$ cat config.mk
export PLATFORM = sky130hd
export DESIGN_NAME = ppid_regs
export DESIGN_NICKNAME = d
export VERILOG_FILES = /design/src/hw/rtl/ppid_pkg.sv /design/src/hw/rtl/ppid_regs.sv
export SDC_FILE = /design/constraint.sdc
export NUM_CORES = 1
export LEC_CHECK = 0
export CAP_MARGIN = 20
export CORE_MARGIN = 5
export CORE_UTILIZATION = 60
export CTS_CLUSTER_SIZE = 14
export DETAILED_ROUTE_END_ITERATION = 8
export DONT_BUFFER_PORTS = 1
export HOLD_SLACK_MARGIN = 0.03
export PLACE_DENSITY_LB_ADDON = 0.1
export SETUP_SLACK_MARGIN = 0.02
export SLEW_MARGIN = 30
export SYNTH_ARGS = -nofsm -noshare
export SYNTH_HDL_FRONTEND = slang
export SYNTH_SLANG_ARGS = --single-unit
$ cat constraint.sdc
create_clock -name clk -period 1.41 [get_ports clk]
set_input_delay 0.0705 -clock clk [delete_from_list [all_inputs] [get_ports clk]]
set_output_delay 0.0705 -clock clk [all_outputs]
set_load 0.01 [all_outputs]
$ cat src/hw/rtl/ppid_pkg.sv
`timescale 1ns / 1ps
// ---------------------------------------------------------------------------
// ppid_pkg
// Shared widths, register indexes, command codes and helpers for the
// positional PID controller.
// ---------------------------------------------------------------------------
package ppid_pkg;

  // Data widths.
  localparam int unsigned DataW     = 32;
  localparam int unsigned GainW     = 31;
  localparam int unsigned OptW      = 7;
  localparam int unsigned MulW      = 34;
  localparam int unsigned ProdW     = 2 * MulW;
  localparam int unsigned QuoW      = 64;
  localparam int unsigned DivisorW  = 32;
  localparam int unsigned AddrW     = 5;
  localparam int unsigned StallCntW = 10;
  localparam int unsigned StateW    = 5;

  localparam logic [StallCntW-1:0] StallCntMax = '1;
  localparam logic [StallCntW-1:0] StallLimit  = StallCntW'(500);

  // Defaults for the top level parameters.
  localparam int unsigned DefRateCoefA     = 65536;
  localparam int unsigned DefRateCoefB     = 65536;
  localparam int unsigned DefOutFilterRc   = 0;
  localparam int unsigned DefDerivFilterRc = 0;

  // Register indexes (byte address / 4).
  localparam logic [2:0] REG_GAIN_P   = 3'd0;
  localparam logic [2:0] REG_GAIN_I   = 3'd1;
  localparam logic [2:0] REG_GAIN_D   = 3'd2;
  localparam logic [2:0] REG_OUT_LIM  = 3'd3;
  localparam logic [2:0] REG_INT_CAP  = 3'd4;
  localparam logic [2:0] REG_DEAD     = 3'd5;
  localparam logic [2:0] REG_OPTIONS  = 3'd6;

  // Option bit positions.
  localparam int unsigned OPT_STALL    = 0;
  localparam int unsigned OPT_TRAP     = 1;
  localparam int unsigned OPT_VRATE    = 2;
  localparam int unsigned OPT_DMEAS    = 3;
  localparam int unsigned OPT_DFILT    = 4;
  localparam int unsigned OPT_ILIMIT   = 5;
  localparam int unsigned OPT_OFILT    = 6;

  // Multiplier operand selection.
  localparam logic [2:0] MUL_P   = 3'd0;
  localparam logic [2:0] MUL_I   = 3'd1;
  localparam logic [2:0] MUL_IT  = 3'd2;
  localparam logic [2:0] MUL_D   = 3'd3;
  localparam logic [2:0] MUL_VR  = 3'd4;
  localparam logic [2:0] MUL_LPC = 3'd5;
  localparam logic [2:0] MUL_LPL = 3'd6;

  // Divisor selection.
  localparam logic [1:0] DIV_DT = 2'd0;
  localparam logic [1:0] DIV_A  = 2'd1;
  localparam logic [1:0] DIV_LP = 2'd2;

  // Datapath register updates.
  localparam logic [3:0] OP_NONE    = 4'd0;
  localparam logic [3:0] OP_LATCH   = 4'd1;
  localparam logic [3:0] OP_STALL   = 4'd2;
  localparam logic [3:0] OP_POUT    = 4'd3;
  localparam logic [3:0] OP_IQ      = 4'd4;
  localparam logic [3:0] OP_ITERM   = 4'd5;
  localparam logic [3:0] OP_DOUT    = 4'd6;
  localparam logic [3:0] OP_VR_ZERO = 4'd7;
  localparam logic [3:0] OP_VR_Q    = 4'd8;
  localparam logic [3:0] OP_LP_LOAD = 4'd9;
  localparam logic [3:0] OP_LP_ADD  = 4'd10;
  localparam logic [3:0] OP_LP_RES  = 4'd11;
  localparam logic [3:0] OP_INTEG   = 4'd12;
  localparam logic [3:0] OP_SUM     = 4'd13;
  localparam logic [3:0] OP_FINISH  = 4'd14;

  typedef struct packed {
    logic [GainW-1:0] gain_p;
    logic [GainW-1:0] gain_i;
    logic [GainW-1:0] gain_d;
    logic [GainW-1:0] output_limit;
    logic [GainW-1:0] integral_cap;
    logic [GainW-1:0] dead_band;
    logic [OptW-1:0]  opt;
  } cfg_t;

  typedef struct packed {
    logic       mul_en;
    logic [2:0] mul_sel;
    logic       div_start;
    logic [1:0] div_sel;
    logic       lp_out;
    logic [3:0] op;
  } cmd_t;

  typedef struct packed {
    logic            in_band;
    logic            vr_on;
    logic            vr_in;
    logic            div_busy;
    logic            div_done;
    logic            out_free;
    logic [OptW-1:0] opt;
  } stat_t;

  localparam logic signed [ProdW-1:0] SatHi = ProdW'(32'sh7FFF_FFFF);
  localparam logic signed [ProdW-1:0] SatLo = ProdW'(32'sh8000_0000);

  // Saturate a wide signed value to 32 bits.
  function automatic logic signed [DataW-1:0] sat32(input logic signed [ProdW-1:0] x);
    logic signed [DataW-1:0] r;
    if (x > SatHi) begin
      r = 32'sh7FFF_FFFF;
    end else if (x < SatLo) begin
      r = 32'sh8000_0000;
    end else begin
      r = $signed(x[DataW-1:0]);
    end
    return r;
  endfunction

endpackage

$ cat src/hw/rtl/ppid_regs.sv
`timescale 1ns / 1ps
// ---------------------------------------------------------------------------
// ppid_regs
// Configuration register file behind a simple APB-style port.
// ---------------------------------------------------------------------------
module ppid_regs import ppid_pkg::*; (
  input  logic             clk,
  input  logic             rst,
  input  logic             psel,
  input  logic             penable,
  input  logic             pwrite,
  input  logic [AddrW-1:0] paddr,
  input  logic [31:0]      pwdata,
  output logic [31:0]      prdata,
  output logic             pready,
  output cfg_t             cfg
);

  logic [2:0] idx;
  logic       wr;
  cfg_t       regs;

  assign idx    = paddr[AddrW-1:2];
  assign wr     = psel & penable & pwrite;
  assign pready = 1'b1;
  assign cfg    = regs;

  // Register writes; addresses beyond the list are ignored.
  always_ff @(posedge clk) begin
    if (rst) begin
      regs <= '0;
    end else if (wr) begin
      case (idx)
        REG_GAIN_P:  regs.gain_p       <= pwdata[GainW-1:0];
        REG_GAIN_I:  regs.gain_i       <= pwdata[GainW-1:0];
        REG_GAIN_D:  regs.gain_d       <= pwdata[GainW-1:0];
        REG_OUT_LIM: regs.output_limit <= pwdata[GainW-1:0];
        REG_INT_CAP: regs.integral_cap <= pwdata[GainW-1:0];
        REG_DEAD:    regs.dead_band    <= pwdata[GainW-1:0];
        REG_OPTIONS: regs.opt          <= pwdata[OptW-1:0];
        default: begin
        end
      endcase
    end
  end

  // Read-back.
  always_comb begin
    case (idx)
      REG_GAIN_P:  prdata = {1'b0, regs.gain_p};
      REG_GAIN_I:  prdata = {1'b0, regs.gain_i};
      REG_GAIN_D:  prdata = {1'b0, regs.gain_d};
      REG_OUT_LIM: prdata = {1'b0, regs.output_limit};
      REG_INT_CAP: prdata = {1'b0, regs.integral_cap};
      REG_DEAD:    prdata = {1'b0, regs.dead_band};
      REG_OPTIONS: prdata = {{(32-OptW){1'b0}}, regs.opt};
      default:     prdata = '0;
    endcase
  end

endmodule

Word level (Yosys, flattened, before mapping)
Index checks and enable logic that the tools add are counted. Widths: inputs -> output; s select.

Logic and storage cells: 24. Register bits: 193. Output and inout bits: 226. Bits of input ports: 42.

Equality and inequality tests: 6. Reductions and logical operators: 8. Muxes and demuxes: 1. Bitwise logic cells: 2.

Operators with widths (number): $pmux 31 s7 (1); $reduce_and 2->1 (7); $eq 3x3->1 const B (3); $eq 3x2->1 const B (2); $eq 3x1->1 const B (1); $logic_not 3->1 (1); $and 1x1->1 (2).

Logic depth before layout (Yosys ltp)
Gate-level depths: netlist of the first run.

Word-level depth: 3. Depth in mapped cells: 7. Gate-level depth less buffers: 3.

Least setup slack after synthesis of the first run
No wires, ideal clock.

Path kind: input -> register. Start: input port paddr[2]. End: register regs (netlist bit cfg[165]). Data required time: 1338 ps. Arrival time: 1133 ps. Buffers on the path: 4. Library setup time: 72 ps. Setup slack: 206 ps. Cell stages on the path: 7. Cells stage by stage: buf_4 and4b_1 buf_6 and2_4 buf_6 buf_6 mux2i_1.

Cells in the longest elaborated chain, start to end: 2.

Ends and longest elaborated chain: start, declared (line ppid_regs.sv:12) `input logic [AddrW-1:0] paddr,`; $logic_not 3->1 (line ppid_regs.sv:33) `case (idx)`; $reduce_and 2->1 (no line); end, declared (line ppid_regs.sv:21) `cfg_t regs;`.

Every way passes these cells. A chain may end at the register's enable or synchronous reset.

Worst setup path in the final report of the first run
Start: register regs (netlist bit cfg[71]). End: output port prdata[2].

Cells in the longest elaborated chain, start to end: 1.

Ends and longest elaborated chain: $pmux 31 s7 (line ppid_regs.sv:49) `case (idx)`; end, declared (line ppid_regs.sv:14) `output logic [31:0] prdata,`.

Every way passes these cells.

==> results of run 1 <==
==> layout make-up <==
class                      count  area share
sequential                   193       0.339
tap                          188      0.0198
multi-input combinational    601       0.433
clock buffer                  23      0.0402
inverter                       3    0.000947
clock inverter                 8     0.00684
timing repair buffer         190       0.160
==> cells by family (layout without fill, tap and decap cells) <==
group | after synthesis | in the layout | synth area share
simple gates | 264 | 264 | 0.177
buf+inv | 72 | 224 | 0.0428
mux | 270 | 270 | 0.303
other cells | 2 | 2 | 0.000822
compound gates | 65 | 65 | 0.0530
flops | 193 | 193 | 0.423
==> worst max-delay path by stage <==
stage,startpoint,slack [ns],to,depth (start not counted)
2_1_floorplan,paddr[2],0.21,cfg[165],7
3_3_place_gp,paddr[2],0.21,cfg[164],3
3_5_place_dp,cfg[135],0.14,prdata[4],4
4_1_cts,cfg[135],-0.23,prdata[4],4
5_1_grt,cfg[72],-0.26,prdata[3],4
6_report,cfg[71],-0.20,prdata[2],4
==> cells in the final DEF, fill, tap and decap left out, types with 2 or more instances in the layout <==
| master | n |
|---|---|
| mux2i_1 | 240 |
| dlygate4sd3_1 | 157 |
| or2_2 | 2 |
| o22a_1 | 7 |
| clkbuf_16 | 17 |
| nand2b_1 | 227 |
| a221oi_2 | 5 |
| dfxtp_2 | 77 |
| a221oi_4 | 2 |
| clkbuf_8 | 3 |
| o21ai_2 | 5 |
| a22oi_1 | 4 |
| clkbuf_1 | 3 |
| buf_4 | 27 |
| a32oi_1 | 4 |
| mux2_4 | 9 |
| inv_1 | 3 |
| mux2_2 | 18 |
| clkinv_2 | 2 |
| o211ai_1 | 4 |
| nand2_2 | 8 |
| clkinv_4 | 3 |
| dfxtp_4 | 18 |
| nor2b_1 | 4 |
| conb_1 | 2 |
| buf_12 | 5 |
| clkinvlp_4 | 2 |
| nor2_1 | 4 |
| o221ai_2 | 5 |
| o22ai_2 | 4 |
| nand2_1 | 9 |
| o21ai_1 | 7 |
| dfxtp_1 | 98 |
| mux4_2 | 3 |
| a22oi_2 | 11 |
==> power by group through the flow <==
stage	clock network (W)	registers, W	logic, W
finish	0.00468	0.00552	0.000694
global route	0.00495	0.00553	0.000732
CTS	0.00469	0.00553	0.000669
detailed placement	0	0.00568	0.000505
global placement	0	0.00568	0.000492
floorplan	0	0.00566	0.000508
==> per-stage QoR <==
step | power [W] | setup WS [ns] | area [um^2] | hold WS (ns) | cells
2_1_floorplan | 0.00617 | 0.206 | 9140 | 0.327 | 866
3_3_place_gp | 0.00617 | 0.206 | 9310 | 0.245 | 1017
3_5_place_dp | 0.00618 | 0.143 | 9310 | 0.245 | 1017
4_1_cts | 0.0109 | -0.233 | 11800 | 0.0394 | 1207
5_1_grt | 0.0112 | -0.257 | 11900 | 0.0821 | 1206
6_report | 0.0109 | -0.202 | 11900 | 0.0829 | 1206
==> worst max-delay path: stages (launching register included) <==
cell	delay, ns
dfxtp_2	0.35
mux4_2	0.47
nand2_1	0.08
o21ai_1	0.07
buf_4	0.15
==> repair_timing <==
action / 4_1_cts / 5_1_grt
gates resized for setup: 133 / 40
cloned: 0 / 0
hold buffers: 159 / 0
endpoints found under the setup margin: 31 / 35
pin swaps: 14 / 8
hold endpoints to repair: 193 / 0
==> routing by layer <==
layer	part of all wire	routed length [um]
met5	0	0
met4	0.025	733
met2	0.50	14700
met3	0.095	2770
met1	0.38	11100
==> impl_metrics.py, run 1 <==
metrics = {
    "global_route": {
        "grt_max_degree": 129,
        "grtUsageMet2": 0.558,
        "gr-max-usage-layer": "met2",
        "antenna_found_initial": 0,
        "grt_pass1_wl_um": 44900,
        "grt_usage": 0.322,
        "grtUsageMet3": 0.124,
        "met1_usage": 0.358,
        "overflow": 0,
        "grt_pass1_vias": 7795,
    },
    "floorplanning": {
        "core-area_um2": 15100,
        "rows": 45,
        "start_util": 0.606,
        "die_area_um2": 17800,
        "die_w_um": 133,
        "die_h_um": 133,
        "io_pins": 268,
    },
    "power": {
        "p_leak_nw": 5.04,
        "p_comb_frac": 0.064,
        "p_switching_w": 0.00251,
        "sw_frac_of_total": 0.231,
        "power.density_nw_per_um2": 917,
        "power.internal_w": 0.00839,
        "vdd_drop_max_mv": 0.818,
        "clock_power_share": 0.430,
        "power_frac_seq": 0.507,
    },
    "clock_network": {
        "clk_latency_ns": 0.43,
        "cts_setup_buffers": 0,
        "cts_tree": "done",
        "path_clk_slew_ns": 0.06,
        "cts_sinks": 193,
        "numCtsBuffers": 17,
        "clock_path_buffers": 2,
        "cts_root_buf": "clkbuf_16",
        "htree_levels": 4,
    },
    "layout": {
        "nFillCells": 907,
        "syn2layout_area_growth_pct": 30.0,
        "num_antenna_cells": 0,
        "post-route-util": 0.788,
        "multiInputGateArea_um2": 5150,
        "drive_gt1_frac": 0.230,
        "regArea_um2": 4030,
        "largest_reg_flops": 193,
        "nets": 1048,
    },
    "route": {
        "post_drt_via_cell_ratio": 6.05,
        "routedWlPerCell_um": 24.3,
        "antenna_left": 0,
        "first_pass_iters": 6,
        "vias": 7301,
        "first_iter_violations": 384,
        "drt_wl_total_um": 29300,
        "drc": 0,
    },
    "synthesis": {
        "yosys_register_bits": 193,
        "syn_area_per_cell_um2": 10.6,
        "synth_nets": 908,
        "ys_top_cells_by_count": "mux2i_1, nand2b_1, dfxtp_1",
        "synth.area.top_cells": "dfxtp_1, mux2i_1, nand2b_1",
        "ys.flop_type": "dfxtp_1",
        "synth_cells": 866,
        "synth-edff-count": 0,
        "synth_seq_area_share": 0.423,
        "synth_largest_area_cell": "dfxtp_1",
        "yosysWarnings": 0,
        "netlist_area_um2": 9140,
        "netlist.area_leader.share": 0.423,
        "ys_types": 38,
        "synth.most_common_cell": "mux2i_1",
        "async_reset_ff_frac": 0,
    },
    "placement": {
        "io_buffers": 0,
        "place_hpwl_um": 17200,
        "place_congestion": 0.827,
    },
    "job": {
        "drv_cap": 0,
    },
    "sta": {
        "finalSetupViolations": 17,
        "finalMaxSlewViolations": 0,
        "tightest_slew_ns": 0.664,
        "setup_ws_ns": -0.202,
        "skew_ns": 0,
        "rsz0062_at_grt": "yes",
        "final-hold-violation-count": 0,
        "final.min_clock_period_ns": 1.61,
        "slew_headroom": 0.558,
        "period_share": 1.14,
        "tns_ns": -1.95,
        "fmax_mhz": 621,
    },
    "worst_setup_path": {
        "crit_arrival_ns": 1.54,
        "rr_endpoint": "cfg[12]",
        "start_kind": "register",
        "r2r_cells": 3,
        "cp_max_fo": 3,
        "rrSetupSlack_ns": 0.08,
        "crit_required_ns": 1.34,
        "crit_path_end_kind": "output pin",
        "worstSetupPathType": "register to output pin",
        "timing.rr.start": "cfg[12]",
    },
    "status": {
        "violations": "negative setup slack",
        "status": "finished with violations",
    },
    "min_path": {
        "min_from": "rst",
        "min_path_cells": 2,
        "hold_end": "cfg[73]",
        "hold_path_class": "input port to register",
    },
}
No activity file was read; power rests on OpenSTA's default activity.
==> inputs of run 2 (changes only) <==
Settings changed: ABC_AREA set to 1, ABC_CLOCK_PERIOD_IN_PS set to 1410.
==> impl_metrics.py, run 2 <==
metrics = {
    "status": {
        "status": "completed",
    },
    "route": {
        "first_pass_iters": 5,
        "first_iter_violations": 840,
        "vias": 9591,
        "drt_wl_total_um": 30500,
        "routedWlPerCell_um": 17.6,
        "post_drt_via_cell_ratio": 5.52,
        "antenna_left": 0,
        "drc": 0,
    },
    "worst_setup_path": {
        "cpPeakStageDelay_ns": 0.67,
        "worstSetupPathType": "input port to register",
        "crit_path_end_kind": "register",
        "start_kind": "input port",
        "crit_arrival_ns": 1.70,
        "crit_top_cell": "dlygate4sd3_1",
        "crit_chain": "dlygate4sd3_1 > clkinv_8 > nand2_1 > dlygate4sd3_1 > nor2_1",
        "slowest_stage": "dlygate4sd3_1",
        "crit_required_ns": 1.74,
        "cp_max_fo": 40,
    },
    "layout": {
        "nets": 1551,
        "syn2layout_area_growth_pct": 11.0,
        "layout_commonest_cell": "nand2_1",
        "drive_gt1_frac": 0.0704,
        "num_antenna_cells": 0,
        "largest_reg_flops": 193,
        "layout_common_cells": "nand2_1, nor2_1, nand3_1, dfxtp_1, inv_1",
    },
    "synthesis": {
        "synth_seq_area_share": 0.401,
        "synth_nets": 1569,
        "synth.area.top_cells": "dfxtp_1, nand2_1, nor2_1",
        "netlist_area_um2": 9630,
        "ys.flop_type": "dfxtp_1",
        "synth.most_common_cell": "nand2_1",
        "yosysWarnings": 0,
        "netlist.area_leader.share": 0.401,
        "ys_top_cells_by_count": "nand2_1, nor2_1, dfxtp_1",
        "synth-edff-count": 0,
        "yosys_register_bits": 193,
        "syn_area_per_cell_um2": 6.31,
        "ys_types": 19,
        "synth_largest_area_cell": "dfxtp_1",
        "synth_cells": 1527,
        "async_reset_ff_frac": 0,
    },
    "placement": {
        "place_congestion": 0.843,
        "place_hpwl_um": 19600,
        "place_ws_ns": 0.207,
        "io_buffers": 0,
    },
    "sta": {
        "rsz0062_at_grt": "no",
        "tns_ns": 0,
        "period_share": 0.968,
        "setup_ws_ns": 0.0450,
        "finalMaxSlewViolations": 0,
        "final.min_clock_period_ns": 1.37,
        "finalSetupViolations": 0,
        "final-hold-violation-count": 0,
        "fmax_mhz": 733,
        "skew_ns": 0,
    },
    "floorplanning": {
        "die_h_um": 137,
        "die_area_um2": 18700,
        "core-area_um2": 15800,
        "rows": 46,
        "die_w_um": 137,
        "io_pins": 268,
        "start_util": 0.609,
    },
    "global_route": {
        "grt_max_degree": 77,
        "overflow": 0,
        "grt_pass1_vias": 8620,
        "grt_usage": 0.320,
        "antenna_found_initial": 0,
        "grt_pass1_wl_um": 47100,
    },
    "clock_network": {
        "cts_tree": "done",
        "cts_sinks": 193,
        "cts_setup_buffers": 0,
        "htree_levels": 4,
        "path_clk_slew_ns": 0.07,
        "clock_path_buffers": 2,
        "clk_latency_ns": 0.43,
        "cts_root_buf": "clkbuf_16",
        "numCtsBuffers": 17,
    },
    "power": {
        "p_leak_nw": 4.77,
        "power.density_nw_per_um2": 1080,
        "vdd_drop_max_mv": 0.861,
    },
    "min_path": {
        "hold_path_class": "input port to register",
    },
    "job": {
        "drv_cap": 0,
    },
}
run 2: area by class of cell:
class	count	area, um^2
tap	216	270
fill	1421	5140
sequential	193	3880
inverter	67	273
clock inverter	6	105
multi-input combinational	1154	4860
timing repair buffer	76	823
clock buffer	24	482
run 2: kinds of logic after synthesis:
family        synth area share
simple gates             0.501
flops                    0.401
buf+inv                 0.0976
other cells           0.000780
run 2: timing repair:
| item | in CTS | in global routing |
|---|---|---|
| gates resized for setup | 0 | 23 |
| hold buffers | 36 | 0 |
| endpoints found under the hold margin | 188 | 0 |
| setup endpoints to repair | 0 | 13 |
run 2: per-layer routing:
layer | part of all wire | vias to the layer above | GRT usage
li1 | - | 4711 | -
met1 | 0.41 | 4421 | 0.407
met2 | 0.47 | 413 | 0.521
met3 | 0.11 | 46 | 0.0952
met4 | 0.021 | 0 | 0.106
met5 | 0 | - | 0
run 2: worst paths after layout:
kind	start	end	slack (ns)	depth (start not counted)
min	paddr[2]	cfg[5]	0.10	5
min reg2reg	cfg[20]	cfg[20]	0.53	2
max	rst	cfg[66]	0.04	5
max reg2reg	cfg[130]	cfg[130]	0.70	2
run 2: metrics by stage:
| step | utilization | power [W] | instances | hold slack, ns | cell area (um^2) |
|---|---|---|---|---|---|
| after floorplan | - | 0.00642 | 1527 | 0.332 | 9630 |
| after global placement | 0.613 | 0.00657 | 1670 | 0.365 | 9710 |
| after detailed placement | 0.613 | 0.00659 | 1670 | 0.373 | 9710 |
| after CTS | 0.673 | 0.0115 | 1736 | 0.0739 | 10700 |
| after global routing | 0.675 | 0.0118 | 1736 | 0.114 | 10700 |
| final | 0.675 | 0.0115 | 1736 | 0.104 | 10700 |
run 2: worst max-delay path: cells and delay by family:
family | cells | cell delay [ns]
AND/OR/NAND/NOR | 2 | 0.16
buffers and inverters | 3 | 1.45
run 2: power by group:
part	internal (W)	switching [W]	total, W
Clock	0.00291	0.00204	0.00495
Combinational	0.000304	0.000627	0.000932
Sequential	0.00552	0.000109	0.00563
==> inputs of run 3 (changes only) <==
Settings changed: CELL_PAD_IN_SITES_DETAIL_PLACEMENT set to 0, CELL_PAD_IN_SITES_GLOBAL_PLACEMENT set to 1, CORE_MARGIN 5 to unset, CORE_UTILIZATION 60 to 43.
==> impl_metrics.py, run 3 (same netlist as run 2, synthesis figures left out) <==
metrics = {
    "global_route": {
        "grt_pass1_vias": 8065,
        "overflow": 0,
        "grt_pass1_wl_um": 47300,
        "grt_usage": 0.271,
        "antenna_found_initial": 0,
        "grt_max_degree": 78,
    },
    "route": {
        "routedWlPerCell_um": 17.6,
        "vias": 9242,
        "drt_wl_total_um": 31600,
        "first_pass_iters": 5,
        "antenna_left": 0,
        "first_iter_violations": 658,
        "drc": 0,
        "post_drt_via_cell_ratio": 5.15,
    },
    "clock_network": {
        "cts_root_buf": "clkbuf_16",
        "cts_sinks": 193,
        "cts_setup_buffers": 0,
        "numCtsBuffers": 17,
        "clock_path_buffers": 2,
        "htree_levels": 4,
        "path_clk_slew_ns": 0.07,
        "clk_latency_ns": 0.43,
        "cts_tree": "done",
    },
    "power": {
        "vdd_drop_max_mv": 0.744,
        "p_leak_nw": 4.79,
        "power.density_nw_per_um2": 1090,
    },
    "floorplanning": {
        "core-area_um2": 21900,
        "start_util": 0.440,
        "die_h_um": 152,
        "die_w_um": 152,
        "rows": 54,
        "io_pins": 268,
        "die_area_um2": 23000,
    },
    "layout": {
        "drive_gt1_frac": 0.0851,
        "num_antenna_cells": 0,
        "layout_common_cells": "nand2_1, nor2_1, nand3_1, dfxtp_1, inv_1",
        "largest_reg_flops": 193,
        "layout_commonest_cell": "nand2_1",
        "nets": 1545,
        "layoutNonFillerInstCount": 1796,
        "syn2layout_area_growth_pct": 12.7,
    },
    "placement": {
        "place_congestion": 0.797,
        "io_buffers": 0,
        "place_hpwl_um": 20100,
        "dp.cells": 1729,
        "place_ws_ns": 0.107,
    },
    "sta": {
        "period_share": 0.948,
        "tightest_slew_ns": 0.921,
        "final-hold-violation-count": 0,
        "finalMaxSlewViolations": 0,
        "finalSetupViolations": 0,
        "skew_ns": 0,
        "slew_headroom": 0.385,
        "fmax_mhz": 748,
        "rsz0062_at_grt": "yes",
        "final.min_clock_period_ns": 1.34,
        "setup_ws_ns": 0.0729,
    },
    "worst_setup_path": {
        "crit_required_ns": 1.34,
        "cp_max_fo": 3,
        "r2r_cells": 2,
        "crit_path_end_kind": "output pin",
        "worstSetupPathType": "register to output pin",
        "rrSetupSlack_ns": 0.70,
        "start_kind": "register",
        "crit_arrival_ns": 1.27,
    },
    "status": {
        "status": "completed",
    },
    "min_path": {
        "hold_path_class": "input port to register",
        "min_path_cells": 4,
    },
    "job": {
        "drv_cap": 0,
    },
}
[run 3: per-layer routing]
metal	GRT usage	vias to the layer above	wire length, um	share of wire
met2	0.425	353	14300	0.45
met3	0.0808	41	3070	0.097
met5	0	-	0	0
li1	-	4706	-	-
met1	0.355	4142	13700	0.43
met4	0.0861	0	587	0.019
[run 3: final cells by class]
cell class	instances	area (um^2)
clock inverter	14	204
timing repair buffer	70	813
inverter	67	265
tap	280	350
multi-input combinational	1154	4890
sequential	193	3900
fill	2316	11000
clock buffer	18	429
[run 3: final timing paths]
kind,start,endpoint
min reg2reg,cfg[35],cfg[35]
max reg2reg,cfg[191],cfg[191]
max,cfg[191],prdata[29]
min,penable,cfg[163]
[run 3: through the flow]
stage           TNS, ns  hold slack, ns  utilization  total power [W]  cell area [um^2]
2_1_floorplan         0           0.332            -          0.00642              9630
3_3_place_gp          0           0.292        0.447          0.00660              9790
3_5_place_dp          0           0.295        0.447          0.00661              9790
4_1_cts               0          0.0394        0.492           0.0120             10800
5_1_grt        -0.00400          0.0753        0.496           0.0123             10900
6_report              0          0.0793        0.496           0.0119             10900
[run 3: where the power goes]
group,internal [W],switching (W)
logic,0.000303,0.000632
clock network,0.00301,0.00228
registers,0.00552,0.000108
total,0.00884,0.00302
[run 3: worst max-delay path, cell delays in order (launching register included)]
cell and delay (ns):
dfxtp_1 0.45, nand3_1 0.10, nand2_1 0.13, nor2_4 0.06, nand2_2 0.09
[run 3: repair_timing]
item	4_1_cts	5_1_grt
gates resized for setup	5	41
hold buffers	35	0
setup endpoints to repair	5	18
pin swaps	0	2
endpoints found under the hold margin	192	0
