## src/hw/rtl/ppid_pkg.sv

```systemverilog
`timescale 1ns / 1ps
// ---------------------------------------------------------------------------
// ppid_pkg
// Shared widths, register indexes, command codes and helpers for the
// positional PID controller.
// ---------------------------------------------------------------------------
package ppid_pkg;

  // Data widths.
  localparam int unsigned DataW     = 32;
  localparam int unsigned GainW     = 31;
  localparam int unsigned OptW      = 7;
  localparam int unsigned MulW      = 34;
  localparam int unsigned ProdW     = 2 * MulW;
  localparam int unsigned QuoW      = 64;
  localparam int unsigned DivisorW  = 32;
  localparam int unsigned AddrW     = 5;
  localparam int unsigned StallCntW = 10;
  localparam int unsigned StateW    = 5;

  localparam logic [StallCntW-1:0] StallCntMax = '1;
  localparam logic [StallCntW-1:0] StallLimit  = StallCntW'(500);

  // Defaults for the top level parameters.
  localparam int unsigned DefRateCoefA     = 65536;
  localparam int unsigned DefRateCoefB     = 65536;
  localparam int unsigned DefOutFilterRc   = 0;
  localparam int unsigned DefDerivFilterRc = 0;

  // Register indexes (byte address / 4).
  localparam logic [2:0] REG_GAIN_P   = 3'd0;
  localparam logic [2:0] REG_GAIN_I   = 3'd1;
  localparam logic [2:0] REG_GAIN_D   = 3'd2;
  localparam logic [2:0] REG_OUT_LIM  = 3'd3;
  localparam logic [2:0] REG_INT_CAP  = 3'd4;
  localparam logic [2:0] REG_DEAD     = 3'd5;
  localparam logic [2:0] REG_OPTIONS  = 3'd6;

  // Option bit positions.
  localparam int unsigned OPT_STALL    = 0;
  localparam int unsigned OPT_TRAP     = 1;
  localparam int unsigned OPT_VRATE    = 2;
  localparam int unsigned OPT_DMEAS    = 3;
  localparam int unsigned OPT_DFILT    = 4;
  localparam int unsigned OPT_ILIMIT   = 5;
  localparam int unsigned OPT_OFILT    = 6;

  // Multiplier operand selection.
  localparam logic [2:0] MUL_P   = 3'd0;
  localparam logic [2:0] MUL_I   = 3'd1;
  localparam logic [2:0] MUL_IT  = 3'd2;
  localparam logic [2:0] MUL_D   = 3'd3;
  localparam logic [2:0] MUL_VR  = 3'd4;
  localparam logic [2:0] MUL_LPC = 3'd5;
  localparam logic [2:0] MUL_LPL = 3'd6;

  // Divisor selection.
  localparam logic [1:0] DIV_DT = 2'd0;
  localparam logic [1:0] DIV_A  = 2'd1;
  localparam logic [1:0] DIV_LP = 2'd2;

  // Datapath register updates.
  localparam logic [3:0] OP_NONE    = 4'd0;
  localparam logic [3:0] OP_LATCH   = 4'd1;
  localparam logic [3:0] OP_STALL   = 4'd2;
  localparam logic [3:0] OP_POUT    = 4'd3;
  localparam logic [3:0] OP_IQ      = 4'd4;
  localparam logic [3:0] OP_ITERM   = 4'd5;
  localparam logic [3:0] OP_DOUT    = 4'd6;
  localparam logic [3:0] OP_VR_ZERO = 4'd7;
  localparam logic [3:0] OP_VR_Q    = 4'd8;
  localparam logic [3:0] OP_LP_LOAD = 4'd9;
  localparam logic [3:0] OP_LP_ADD  = 4'd10;
  localparam logic [3:0] OP_LP_RES  = 4'd11;
  localparam logic [3:0] OP_INTEG   = 4'd12;
  localparam logic [3:0] OP_SUM     = 4'd13;
  localparam logic [3:0] OP_FINISH  = 4'd14;

  typedef struct packed {
    logic [GainW-1:0] gain_p;
    logic [GainW-1:0] gain_i;
    logic [GainW-1:0] gain_d;
    logic [GainW-1:0] output_limit;
    logic [GainW-1:0] integral_cap;
    logic [GainW-1:0] dead_band;
    logic [OptW-1:0]  opt;
  } cfg_t;

  typedef struct packed {
    logic       mul_en;
    logic [2:0] mul_sel;
    logic       div_start;
    logic [1:0] div_sel;
    logic       lp_out;
    logic [3:0] op;
  } cmd_t;

  typedef struct packed {
    logic            in_band;
    logic            vr_on;
    logic            vr_in;
    logic            div_busy;
    logic            div_done;
    logic            out_free;
    logic [OptW-1:0] opt;
  } stat_t;

  localparam logic signed [ProdW-1:0] SatHi = ProdW'(32'sh7FFF_FFFF);
  localparam logic signed [ProdW-1:0] SatLo = ProdW'(32'sh8000_0000);

  // Saturate a wide signed value to 32 bits.
  function automatic logic signed [DataW-1:0] sat32(input logic signed [ProdW-1:0] x);
    logic signed [DataW-1:0] r;
    if (x > SatHi) begin
      r = 32'sh7FFF_FFFF;
    end else if (x < SatLo) begin
      r = 32'sh8000_0000;
    end else begin
      r = $signed(x[DataW-1:0]);
    end
    return r;
  endfunction

endpackage

```

## src/hw/rtl/ppid_ctrl.sv

```systemverilog
`timescale 1ns / 1ps
// ---------------------------------------------------------------------------
// ppid_ctrl
// Sequencer for one control step: orders the multiplies, divisions and
// register updates of the datapath.
// ---------------------------------------------------------------------------
module ppid_ctrl import ppid_pkg::*; (
  input  logic  clk,
  input  logic  rst,
  input  logic  in_valid,
  output logic  in_ready,
  input  stat_t stat,
  output cmd_t  cmd
);

  localparam logic [StateW-1:0] S_IDLE   = 5'd0;
  localparam logic [StateW-1:0] S_STALL  = 5'd1;
  localparam logic [StateW-1:0] S_PMUL   = 5'd2;
  localparam logic [StateW-1:0] S_IMUL   = 5'd3;
  localparam logic [StateW-1:0] S_IQ     = 5'd4;
  localparam logic [StateW-1:0] S_ITMUL  = 5'd5;
  localparam logic [StateW-1:0] S_DMUL   = 5'd6;
  localparam logic [StateW-1:0] S_DDIV   = 5'd7;
  localparam logic [StateW-1:0] S_DWAIT  = 5'd8;
  localparam logic [StateW-1:0] S_VR     = 5'd9;
  localparam logic [StateW-1:0] S_VRDIV  = 5'd10;
  localparam logic [StateW-1:0] S_VRWAIT = 5'd11;
  localparam logic [StateW-1:0] S_DF     = 5'd12;
  localparam logic [StateW-1:0] S_LP     = 5'd13;
  localparam logic [StateW-1:0] S_LPMUL  = 5'd14;
  localparam logic [StateW-1:0] S_LPADD  = 5'd15;
  localparam logic [StateW-1:0] S_LPDIV  = 5'd16;
  localparam logic [StateW-1:0] S_LPWAIT = 5'd17;
  localparam logic [StateW-1:0] S_INTEG  = 5'd18;
  localparam logic [StateW-1:0] S_SUM    = 5'd19;
  localparam logic [StateW-1:0] S_OF     = 5'd20;
  localparam logic [StateW-1:0] S_DONE   = 5'd21;

  logic [StateW-1:0] state, state_next;
  logic              lp_out, lp_out_next;

  always_ff @(posedge clk) begin
    if (rst) begin
      state  <= S_IDLE;
      lp_out <= 1'b0;
    end else begin
      state  <= state_next;
      lp_out <= lp_out_next;
    end
  end

  assign in_ready = (state == S_IDLE);

  // Next state and command decode.
  always_comb begin
    state_next    = state;
    lp_out_next   = lp_out;
    cmd           = '0;
    cmd.lp_out    = lp_out;
    cmd.op        = OP_NONE;
    case (state)
      S_IDLE: begin
        if (in_valid) begin
          cmd.op     = OP_LATCH;
          state_next = S_STALL;
        end
      end
      S_STALL: begin
        cmd.op     = OP_STALL;
        state_next = S_PMUL;
      end
      S_PMUL: begin
        if (stat.in_band) begin
          state_next = S_DONE;
        end else begin
          cmd.mul_en  = 1'b1;
          cmd.mul_sel = MUL_P;
          state_next  = S_IMUL;
        end
      end
      S_IMUL: begin
        cmd.op      = OP_POUT;
        cmd.mul_en  = 1'b1;
        cmd.mul_sel = MUL_I;
        state_next  = S_IQ;
      end
      S_IQ: begin
        cmd.op     = OP_IQ;
        state_next = S_ITMUL;
      end
      S_ITMUL: begin
        cmd.mul_en  = 1'b1;
        cmd.mul_sel = MUL_IT;
        state_next  = S_DMUL;
      end
      S_DMUL: begin
        cmd.op      = OP_ITERM;
        cmd.mul_en  = 1'b1;
        cmd.mul_sel = MUL_D;
        state_next  = S_DDIV;
      end
      S_DDIV: begin
        cmd.div_start = 1'b1;
        cmd.div_sel   = DIV_DT;
        state_next    = S_DWAIT;
      end
      S_DWAIT: begin
        if (stat.div_done) begin
          cmd.op     = OP_DOUT;
          state_next = S_VR;
        end
      end
      S_VR: begin
        if (!stat.vr_on) begin
          state_next = S_DF;
        end else if (stat.vr_in) begin
          cmd.mul_en  = 1'b1;
          cmd.mul_sel = MUL_VR;
          state_next  = S_VRDIV;
        end else begin
          cmd.op     = OP_VR_ZERO;
          state_next = S_DF;
        end
      end
      S_VRDIV: begin
        cmd.div_start = 1'b1;
        cmd.div_sel   = DIV_A;
        state_next    = S_VRWAIT;
      end
      S_VRWAIT: begin
        if (stat.div_done) begin
          cmd.op     = OP_VR_Q;
          state_next = S_DF;
        end
      end
      S_DF: begin
        if (stat.opt[OPT_DFILT]) begin
          lp_out_next = 1'b0;
          state_next  = S_LP;
        end else begin
          state_next = S_INTEG;
        end
      end
      S_LP: begin
        cmd.mul_en  = 1'b1;
        cmd.mul_sel = MUL_LPC;
        state_next  = S_LPMUL;
      end
      S_LPMUL: begin
        cmd.op      = OP_LP_LOAD;
        cmd.mul_en  = 1'b1;
        cmd.mul_sel = MUL_LPL;
        state_next  = S_LPADD;
      end
      S_LPADD: begin
        cmd.op     = OP_LP_ADD;
        state_next = S_LPDIV;
      end
      S_LPDIV: begin
        cmd.div_start = 1'b1;
        cmd.div_sel   = DIV_LP;
        state_next    = S_LPWAIT;
      end
      S_LPWAIT: begin
        cmd.div_sel = DIV_LP;
        if (stat.div_done) begin
          cmd.op     = OP_LP_RES;
          state_next = lp_out ? S_DONE : S_INTEG;
        end
      end
      S_INTEG: begin
        cmd.op     = OP_INTEG;
        state_next = S_SUM;
      end
      S_SUM: begin
        cmd.op     = OP_SUM;
        state_next = S_OF;
      end
      S_OF: begin
        if (stat.opt[OPT_OFILT]) begin
          lp_out_next = 1'b1;
          state_next  = S_LP;
        end else begin
          state_next = S_DONE;
        end
      end
      S_DONE: begin
        if (stat.out_free) begin
          cmd.op     = OP_FINISH;
          state_next = S_IDLE;
        end
      end
      default: begin
        state_next = S_IDLE;
      end
    endcase
  end

endmodule

```

## config.mk

```make
export PLATFORM = sky130hd
export DESIGN_NAME = ppid_ctrl
export DESIGN_NICKNAME = d
export VERILOG_FILES = /design/src/hw/rtl/ppid_pkg.sv /design/src/hw/rtl/ppid_ctrl.sv
export SDC_FILE = /design/constraint.sdc
export NUM_CORES = 1
export LEC_CHECK = 0
export ABC_AREA = 1
export BUFFER_PORTS_ARGS = -buffer_cell sky130_fd_sc_hd__buf_2
export CAP_MARGIN = 20
export CORE_ASPECT_RATIO = 0.9
export CORE_MARGIN = 2
export CORE_UTILIZATION = 50
export CTS_CLUSTER_DIAMETER = 40
export DETAILED_ROUTE_END_ITERATION = 8
export HOLD_SLACK_MARGIN = 0.12
export MAX_ROUTING_LAYER = met4
export PLACE_DENSITY = 0.85
export SLEW_MARGIN = 30
export SYNTH_ARGS = -nofsm -noshare
export SYNTH_HDL_FRONTEND = slang
export SYNTH_SLANG_ARGS = --single-unit
```

## constraint.sdc

```tcl
create_clock -name clk -period 3.44 [get_ports clk]
set_input_delay 0.516 -clock clk [delete_from_list [all_inputs] [get_ports clk]]
set_output_delay 0.516 -clock clk [all_outputs]
set_load 0.01 [all_outputs]
```

After elaboration in Yosys (flattened, before gate mapping)
Index checks and enable logic that the tools add are counted.
Storage, ports and cells
  memories: 0
  bits in registers: 6
  output and inout bits: 13
  logic and storage cells: 65
  ROM bits: 0
  bits of input ports: 16
  memory bits (writable): 0
  latch bits: 0
Cells by class
  bitwise gates (word level): 0
  multiplexer cells: 29
  $add $sub $neg: 0
  reduce and logical (&&, ||, !) cells: 6
  divide/modulo/power cells: 0
  shifts and indexed selects: 0
  equality and inequality tests: 28
  multiply operators: 0
  $lt $le $gt $ge: 0
Operators by type and width (count)
  5-bit case mux with 22 select lines: 1
  4-bit case mux with 14 select lines: 1
  5-bit by 4-bit equality test with 1-bit output (second input constant): 8
  5-bit two-way mux: 8
  5-bit equality test (second input constant): 6
  4-bit case mux with 7 select lines: 1
  4-bit two-way mux: 6
  5-bit by 3-bit equality test with 1-bit output (second input constant): 4
  3-bit two-way mux: 6
  2-bit != test (second input constant): 7
  5-bit by 2-bit equality test with 1-bit output (second input constant): 2
  5-bit by 1-bit equality test with 1-bit output (second input constant): 1
  5-bit zero test: 1
  5-bit AND reduction: 1
  1-bit two-way mux: 4
  2-bit case mux with 2 select lines: 1
  3-bit AND reduction: 1
  3-bit OR reduction: 1
  1-bit case mux with 2 select lines: 1
  2-bit nonzero test: 1
  2-bit OR reduction: 1

Logic depth before layout (Yosys ltp)
Gate-level depths: netlist of run 1.
  word-level depth: 3
  mapped depth: 11
  mapped depth without buffers: 10

Worst setup path after synthesis of run 1
Ideal clock, no wire load.
  kind: reg-to-output
  from: register state[3]
  to: output port cmd[1] (netlist name)
  path buffers: 2
  required time: 2924 ps
  arrival: 1191 ps
  slack: 1733 ps
  stages on the path, launching flop included: 8
  cells stage by stage: dfxtp_1 buf_2 nor2_1 buf_4 nand2_1 nand2_1 nor4_1 nand2_1
RTL lines
  start: declaration: line ppid_ctrl.sv:39  | logic [StateW-1:0] state, state_next;
  start signal: assignment: line ppid_ctrl.sv:47  | state <= state_next;
  end: declaration: line ppid_ctrl.sv:13  | output cmd_t cmd

==> results of run 1 <==
## state kept, by name (all words and copies together) (netlist names)
name    flops
lp_out      1
state       5
## routing by layer
layer | up-vias | part of all wire | global-route usage | wire length (um)
met5 | - | 0 | - | 0
met4 | 0 | 0.020 | 0.131 | 48
met3 | 6 | 0.10 | 0.0259 | 247
met2 | 74 | 0.48 | 0.408 | 1170
met1 | 446 | 0.40 | 0.422 | 991
li1 | 549 | - | - | -
## Yosys cell counts, drive strengths merged
library cell | instances | area (um^2)
nand3b | 1 | 7.51
inv | 25 | 93.8
buf | 4 | 25.0
nand3 | 20 | 105
nor3 | 4 | 20.0
o2111ai | 1 | 8.76
o211ai | 1 | 7.51
nor2 | 26 | 113
a31oi | 1 | 6.26
nand4 | 7 | 43.8
o21ai | 2 | 10.0
nor4 | 1 | 6.26
o21bai | 1 | 7.51
nand2 | 46 | 180
a21oi | 7 | 38.8
a41oi | 1 | 8.76
dfxtp | 6 | 120
## critical path, cell delays in order (launching register included)
cell	delay, ns
dfxtp_1	0.39
nor2_1	0.67
inv_1	0.09
nor2_1	0.21
nand2_1	0.11
nand2_1	0.09
inv_1	0.05
nand4_1	0.06
buf_2	0.13
## path summary, 6_finish.rpt
check,startpoint,endpoint,slack [ns],depth (start not counted)
setup / recovery,state[3],cmd[0],0.88,8
hold / removal,rst,state[1],0.51,2
setup reg to reg,state[3],state[4],1.47,8
hold reg to reg,lp_out,lp_out,0.51,2
## layout make-up
type                       count  area share
inverter                      25       0.100
sequential                     6       0.128
tap                           22      0.0294
clock buffer                   3      0.0240
multi-input combinational    119       0.601
timing repair buffer          22       0.117
## through the flow
step                      power, mW  utilization  setup slack [ns]  area (um^2)
after floorplan               0.338            -              1.73          802
after global placement        0.427        0.618              1.22          915
after detailed placement      0.428        0.618              1.19          915
after CTS                     0.495        0.633             0.930          937
after global routing          0.545        0.633             0.642          937
final                         0.499        0.633             0.882          937
## power breakdown
| part | total (mW) | switching (mW) | internal [mW] |
|---|---|---|---|
| clock | 0.0647 | 0.0252 | 0.0394 |
| sequential | 0.118 | 0.0344 | 0.0838 |
| combinational | 0.316 | 0.206 | 0.110 |
## cell families (layout without fill, tap and decap cells)
| kind of cell | Yosys count | in the layout | share of synthesized area |
|---|---|---|---|
| simple gates | 105 | 105 | 0.593 |
| buf+inv | 29 | 50 | 0.148 |
| compound gates | 14 | 14 | 0.109 |
| flops | 6 | 6 | 0.150 |
==> results.json, run 1 <==
{
  "cts_tree": "done",
  "dp_hpwl_mm": 1.99,
  "hold_viol": 0,
  "finalSetupViolations": 0,
  "clk_pin_slew_ns": 0.04,
  "wire_per_inst_um": 12.5,
  "min_period_ns": 2.56,
  "start_util": 0.542,
  "cp-end-kind": "primary output",
  "yosysSeqAreaShare": 0.150,
  "post_cts_resized": 0,
  "antenna_found_initial": 0,
  "rsz0062_at_grt": "no",
  "grt.overflow.total": 0,
  "regArea_um2": 120,
  "dieArea_um2": 1940,
  "status": "complete, no violations",
  "die_x_um": 46.2,
  "stdcell_count": 197,
  "ctsHtreeMaxLevel": 1,
  "slew_headroom": 0.442,
  "grt_util_all_layers": 0.294,
  "coreArea_um2": 1480,
  "multiInputGateArea_um2": 563,
  "nFillCells": 163,
  "synth.distinct_cells": 24,
  "netlist_area_um2": 802,
  "num_vias": 1075,
  "ys_warn_count": 0,
  "power_density_nw_per_um2": 533,
  "ir_drop_v": 0.000413,
  "via_per_inst": 5.46,
  "die_h_um": 42.0,
  "grt_pass1_vias": 963,
  "place.port_buffers": 22,
  "diodes": 0,
  "worstSetupStartpointType": "flip-flop",
  "remaining_drc_errors": 0,
  "gp_congestion": 0.956,
  "synth_nets": 170,
  "layout_common_cells": "nand2_1 (43), nor2_1 (22), buf_2 (22)",
  "num_io_pins": 29,
  "crit_fanout": 13,
  "maxSlewViolCount": 0,
  "fin_nets": 193,
  "cp.required_ns": 2.92,
  "clock-sinks": 6,
  "cts_buffers": 3,
  "grt_pass1_wl_mm": 4.13,
  "synthToLayoutAreaGrowth_pct": 16.8,
  "syn_inst": 154,
  "holdWs_ns": 0.510,
  "worst_pin_slew_ns": 0.835,
  "fin_skew_ns": 0.00274,
  "drtPass1Iterations": 4,
  "dp.cells": 194,
  "cp.arrival_ns": 2.04,
  "initialDrtViolationCount": 95,
  "drive_gt1_frac": 0.217,
  "ys_ff_latch": 6,
  "cts_buffer_depth": 2,
  "cts_hold_buf": 0,
  "min_period_over_period": 0.744,
  "grt_start_max_net_pins": 14,
  "leakage_nw": 0.588,
  "maxCapViolations": 0,
  "insertion_delay_ns": 0.25,
  "drtAntennaViolNets": 0,
  "routed_wl_mm": 2.45,
  "tns_ns": 0,
  "layout_commonest_cell": "nand2_1",
  "rows": 13,
  "hp-class": "primary input to flip-flop",
  "cts_root_buffer": "clkbuf_4",
  "critPathKind": "flip-flop to primary output",
  "post_cts.repair.setup_buffers": 0,
  "postSynthAreaPerCell_um2": 5.21,
  "timing.fmax_mhz": 391
}
Note: power is estimated with default switching activity, not from simulation.
==> run 2, diff against run 1 <==
--- a/config.mk
+++ b/config.mk
@@ -10,12 +10,12 @@
 export CAP_MARGIN = 20
 export CORE_ASPECT_RATIO = 0.9
 export CORE_MARGIN = 2
-export CORE_UTILIZATION = 50
+export CORE_UTILIZATION = 44
 export CTS_CLUSTER_DIAMETER = 40
 export DETAILED_ROUTE_END_ITERATION = 8
 export HOLD_SLACK_MARGIN = 0.12
 export MAX_ROUTING_LAYER = met4
-export PLACE_DENSITY = 0.85
+export PLACE_DENSITY = 0.8
 export SLEW_MARGIN = 30
 export SYNTH_ARGS = -nofsm -noshare
 export SYNTH_HDL_FRONTEND = slang
==> constraint.sdc (replaced) <==
create_clock -name clk -period 2.2 [get_ports clk]
set_input_delay 0.33 -clock clk [delete_from_list [all_inputs] [get_ports clk]]
set_output_delay 0.33 -clock clk [all_outputs]
set_load 0.01 [all_outputs]
==> results.json, run 2 (same netlist as run 1, synthesis figures left out) <==
{
  "cts_tree": "done",
  "cts_buffers": 3,
  "layout_common_cells": "nand2_1 (43), buf_2 (22), inv_1 (21), nor2_1 (21), nand3_1 (19)",
  "worst_pin_slew_ns": 0.397,
  "maxCapViolations": 0,
  "grt_pass1_wl_mm": 4.07,
  "num_vias": 1090,
  "tns_ns": 0,
  "top_regs": "state x5, lp_out x1",
  "die_h_um": 44.5,
  "diodes": 0,
  "holdWs_ns": 0.325,
  "grt_start_max_net_pins": 11,
  "stdcell_count": 202,
  "clock-sinks": 6,
  "grt.overflow.total": 0,
  "coreArea_um2": 1700,
  "crit_fanout": 8,
  "antenna_found_initial": 0,
  "critPathKind": "flip-flop to primary output",
  "fin_nets": 196,
  "cts_hold_buf": 0,
  "place.port_buffers": 22,
  "finalSetupViolations": 0,
  "wire_per_inst_um": 12.1,
  "remaining_drc_errors": 0,
  "dp.cells": 199,
  "largest_reg_flops": 5,
  "clk_pin_slew_ns": 0.04,
  "top_usage_layer": "met2",
  "leakage_nw": 0.605,
  "grt_pass1_vias": 957,
  "hold_viol": 0,
  "layout_commonest_cell": "nand2_1",
  "insertion_delay_ns": 0.24,
  "start_util": 0.472,
  "routed_wl_mm": 2.44,
  "drive_gt1_frac": 0.242,
  "worstSetupStartpointType": "flip-flop",
  "grt_util_all_layers": 0.252,
  "grtUsageMet3": 0.0270,
  "min_period_over_period": 0.925,
  "maxSlewViolCount": 0,
  "cts_root_buffer": "clkbuf_4",
  "via_per_inst": 5.40,
  "initialDrtViolationCount": 76,
  "gp_congestion": 0.975,
  "num_io_pins": 29,
  "slew_headroom": 0.735,
  "dp_hpwl_mm": 1.98,
  "rows": 14,
  "fin_skew_ns": 0.00129,
  "hp-class": "primary input to flip-flop",
  "timing.fmax_mhz": 491,
  "drtPass1Iterations": 4,
  "power_density_nw_per_um2": 814,
  "status": "complete, no violations",
  "cp.arrival_ns": 1.71,
  "cp.required_ns": 1.87,
  "cp-end-kind": "primary output",
  "synthToLayoutAreaGrowth_pct": 20.4,
  "dieArea_um2": 2180,
  "cts_buffer_depth": 2,
  "ir_drop_v": 0.000523,
  "min_period_ns": 2.04,
  "nFillCells": 184,
  "grt.met1_usage": 0.305,
  "drtAntennaViolNets": 0,
  "ctsHtreeMaxLevel": 1,
  "rsz0062_at_grt": "no",
  "regMostFlops": "state",
  "die_x_um": 49.0,
  "grt_util_met2": 0.438
}
==> run 2: cell count changes in the layout (fill, tap and decap cells not counted), sizes merged <==
cell / before / now
buf: 22 / 25
==> run 2: path summary, 6_finish.rpt <==
check | slack, ns | cells past startpoint | start | end
worst max-delay path | 0.16 | 10 | state[3] | cmd[11]
worst max register to register | 0.55 | 9 | state[2] | state[4]
worst min register to register | 0.51 | 2 | lp_out | lp_out
worst min-delay path | 0.32 | 2 | rst | state[1]
==> run 2: worst max-delay path: stages (launching register included) <==
cell,delay (ns)
dfxtp_1,0.31
buf_4,0.16
nand2_1,0.12
inv_1,0.09
nand3_1,0.18
nand2_2,0.09
inv_2,0.06
nand2_2,0.05
nor2_1,0.20
nand2_1,0.07
buf_2,0.14
==> run 2: what timing repair did <==
item                       in CTS  in global routing
resized for setup               0                  2
buffers inserted                0                  0
setup endpoints to repair       0                  4
hold endpoints to repair        0                  0
==> run 2: per-layer routing <==
metal  up-vias  part of all wire
li1        553                 -
met1       479              0.43
met2        58              0.48
met3         0             0.086
met4         0                 0
met5         -                 0
==> run 2: layout make-up <==
class                      instances  area (um^2)  area share
multi-input combinational        119          566       0.585
clock buffer                       3         22.5      0.0233
sequential                         6          121       0.126
inverter                          25         93.8      0.0972
tap                               24         30.0      0.0311
timing repair buffer              25          133       0.137
==> run 2: power breakdown <==
| group | internal [mW] | switching [mW] | leakage (nW) |
|---|---|---|---|
| clock | 0.0615 | 0.0368 | 0.0138 |
| sequential | 0.132 | 0.0545 | 0.0493 |
| combinational | 0.180 | 0.321 | 0.542 |
| total | 0.374 | 0.412 | 0.605 |
==> run 2: through the flow <==
step	area, um^2	total power [mW]	util	setup slack (ns)
6_report	966	0.786	0.568	0.164
5_1_grt	966	0.873	0.568	0.00899
4_1_cts	962	0.784	0.566	0.0962
3_5_place_dp	940	0.681	0.553	0.366
3_3_place_gp	940	0.681	0.553	0.376
2_1_floorplan	802	0.529	-	0.679
==> run 3, diff against run 2 <==
--- a/config.mk
+++ b/config.mk
@@ -6,16 +6,16 @@
 export NUM_CORES = 1
 export LEC_CHECK = 0
 export ABC_AREA = 1
-export BUFFER_PORTS_ARGS = -buffer_cell sky130_fd_sc_hd__buf_2
 export CAP_MARGIN = 20
 export CORE_ASPECT_RATIO = 0.9
 export CORE_MARGIN = 2
-export CORE_UTILIZATION = 44
+export CORE_UTILIZATION = 55
 export CTS_CLUSTER_DIAMETER = 40
 export DETAILED_ROUTE_END_ITERATION = 8
+export DONT_BUFFER_PORTS = 1
 export HOLD_SLACK_MARGIN = 0.12
 export MAX_ROUTING_LAYER = met4
-export PLACE_DENSITY = 0.8
+export PLACE_DENSITY = 0.78
 export SLEW_MARGIN = 30
 export SYNTH_ARGS = -nofsm -noshare
 export SYNTH_HDL_FRONTEND = slang
==> results.json, run 3 (same netlist as run 1, synthesis figures left out) <==
{
  "crit_family": "simple AND/OR/NAND/NOR gates",
  "layout_commonest_cell": "nand2_1",
  "routed_wl_mm": 2.29,
  "clock-sinks": 6,
  "min_period_ns": 2.01,
  "place.port_buffers": 0,
  "die_h_um": 40.2,
  "fin_skew_ns": 0.000878,
  "slew_headroom": 0.765,
  "multiInputGateArea_um2": 566,
  "worstSetupStartpointType": "flip-flop",
  "final_core_util": 0.597,
  "worst_pin_slew_ns": 0.352,
  "regArea_um2": 120,
  "start_util": 0.573,
  "hold_viol": 0,
  "num_vias": 1030,
  "grt.overflow.total": 0,
  "cts_buffers": 3,
  "r2r_slack_ns": 0.54,
  "cts_tree": "done",
  "path_cells": "nor2_1, nand2_1, nor2_1, nand3_1, nand2_2, nor2_1, nand2_1",
  "cp_num_buf_inv": 0,
  "die_x_um": 44.3,
  "cp.required_ns": 1.87,
  "grt_util_all_layers": 0.274,
  "switchingPower_mw": 0.401,
  "p_comb_frac": 0.609,
  "wire_per_inst_um": 13.5,
  "rows": 13,
  "fin_nets": 173,
  "cp-end-kind": "primary output",
  "nFillCells": 143,
  "cts_buffer_depth": 2,
  "internal_power_mw": 0.330,
  "dp_hpwl_mm": 1.83,
  "path_common_cell": "nor2_1",
  "post-place-ws_ns": 0.421,
  "clock_power_share": 0.143,
  "via_per_inst": 6.06,
  "tns_ns": 0,
  "status": "complete, no violations",
  "synthToLayoutAreaGrowth_pct": 4.21,
  "leakage_nw": 0.495,
  "antenna_found_initial": 0,
  "critPathKind": "flip-flop to primary output",
  "insertion_delay_ns": 0.25,
  "slowest_stage": "dfxtp_1",
  "ctsHtreeMaxLevel": 1,
  "cts_root_buffer": "clkbuf_4",
  "regMostFlops": "state",
  "dieArea_um2": 1780,
  "clk_pin_slew_ns": 0.04,
  "grt_pass1_vias": 782,
  "coreArea_um2": 1400,
  "max_stage_delay_ns": 0.41,
  "min_period_over_period": 0.913,
  "power_density_nw_per_um2": 875,
  "gp_congestion": 0.968,
  "cp.arrival_ns": 1.68,
  "diodes": 0,
  "rsz0062_at_grt": "no",
  "maxCapViolations": 0,
  "grt_start_max_net_pins": 11,
  "hp-class": "primary input to flip-flop",
  "grt_pass1_wl_mm": 3.40,
  "switching_share": 0.548,
  "pwr-share-seq": 0.248,
  "ir_drop_v": 0.000583,
  "top_regs": "state x5, lp_out x1",
  "layout_common_cells": "nand2_1 (43), inv_1 (21), nor2_1 (21)",
  "crit_fanout": 9,
  "maxSlewViolCount": 0,
  "drive_gt1_frac": 0.123,
  "post_cts.repair.setup_buffers": 0,
  "post_cts_resized": 0,
  "remaining_drc_errors": 0,
  "initialDrtViolationCount": 110,
  "drtPass1Iterations": 5,
  "cts_hold_buf": 0,
  "timing.fmax_mhz": 498,
  "num_io_pins": 29,
  "finalSetupViolations": 0,
  "fin_ws_ns": 0.192,
  "drtAntennaViolNets": 0,
  "largest_reg_flops": 5
}
run 3: cell count changes in the layout (fill, tap and decap cells not counted), sizes merged:
cell,previous run,this run
buf,25,2
run 3: power by group through the flow:
stage | Clock (mW) | Combinational (mW) | Sequential, mW
global placement | 0 | 0.436 | 0.181
floorplan | 0 | 0.360 | 0.169
finish | 0.105 | 0.445 | 0.182
CTS | 0.107 | 0.436 | 0.180
detailed placement | 0 | 0.433 | 0.182
global route | 0.115 | 0.494 | 0.185
run 3: metal layers:
metal | track usage | vias to the layer above | part of all wire
li1 | - | 503 | -
met1 | 0.352 | 432 | 0.38
met2 | 0.419 | 85 | 0.44
met3 | 0.0721 | 10 | 0.15
met4 | 0.0909 | 0 | 0.019
met5 | - | - | 0
run 3: through the flow:
step | power, mW | hold WS, ns | instances | cell area, um^2
4_1_cts | 0.723 | 0.135 | 170 | 833
2_1_floorplan | 0.529 | 0.392 | 154 | 802
3_5_place_dp | 0.616 | 0.400 | 167 | 811
5_1_grt | 0.794 | 0.131 | 170 | 836
6_report | 0.731 | 0.141 | 170 | 836
3_3_place_gp | 0.616 | 0.395 | 167 | 811
run 3: area by class of cell:
class | instances | area share
Clock buffer | 3 | 0.0269
Inverter | 25 | 0.112
Multi-Input combinational cell | 119 | 0.677
Sequential cell | 6 | 0.144
Tap cell | 15 | 0.0225
Timing Repair Buffer | 2 | 0.0180
run 3: worst reg2reg max path, delay by kind of cell (launching register included):
family	cells	cell delay (ns)
simple gates	8	1.07
flops	1	0.41
compound gates	1	0.12
run 3: final timing paths:
kind | startpoint | endpoint | cells after the start
hold reg to reg | lp_out | lp_out | 2
setup / recovery | state[4] | cmd[11] | 7
hold / removal | rst | state[1] | 1
setup reg to reg | state[4] | state[1] | 9
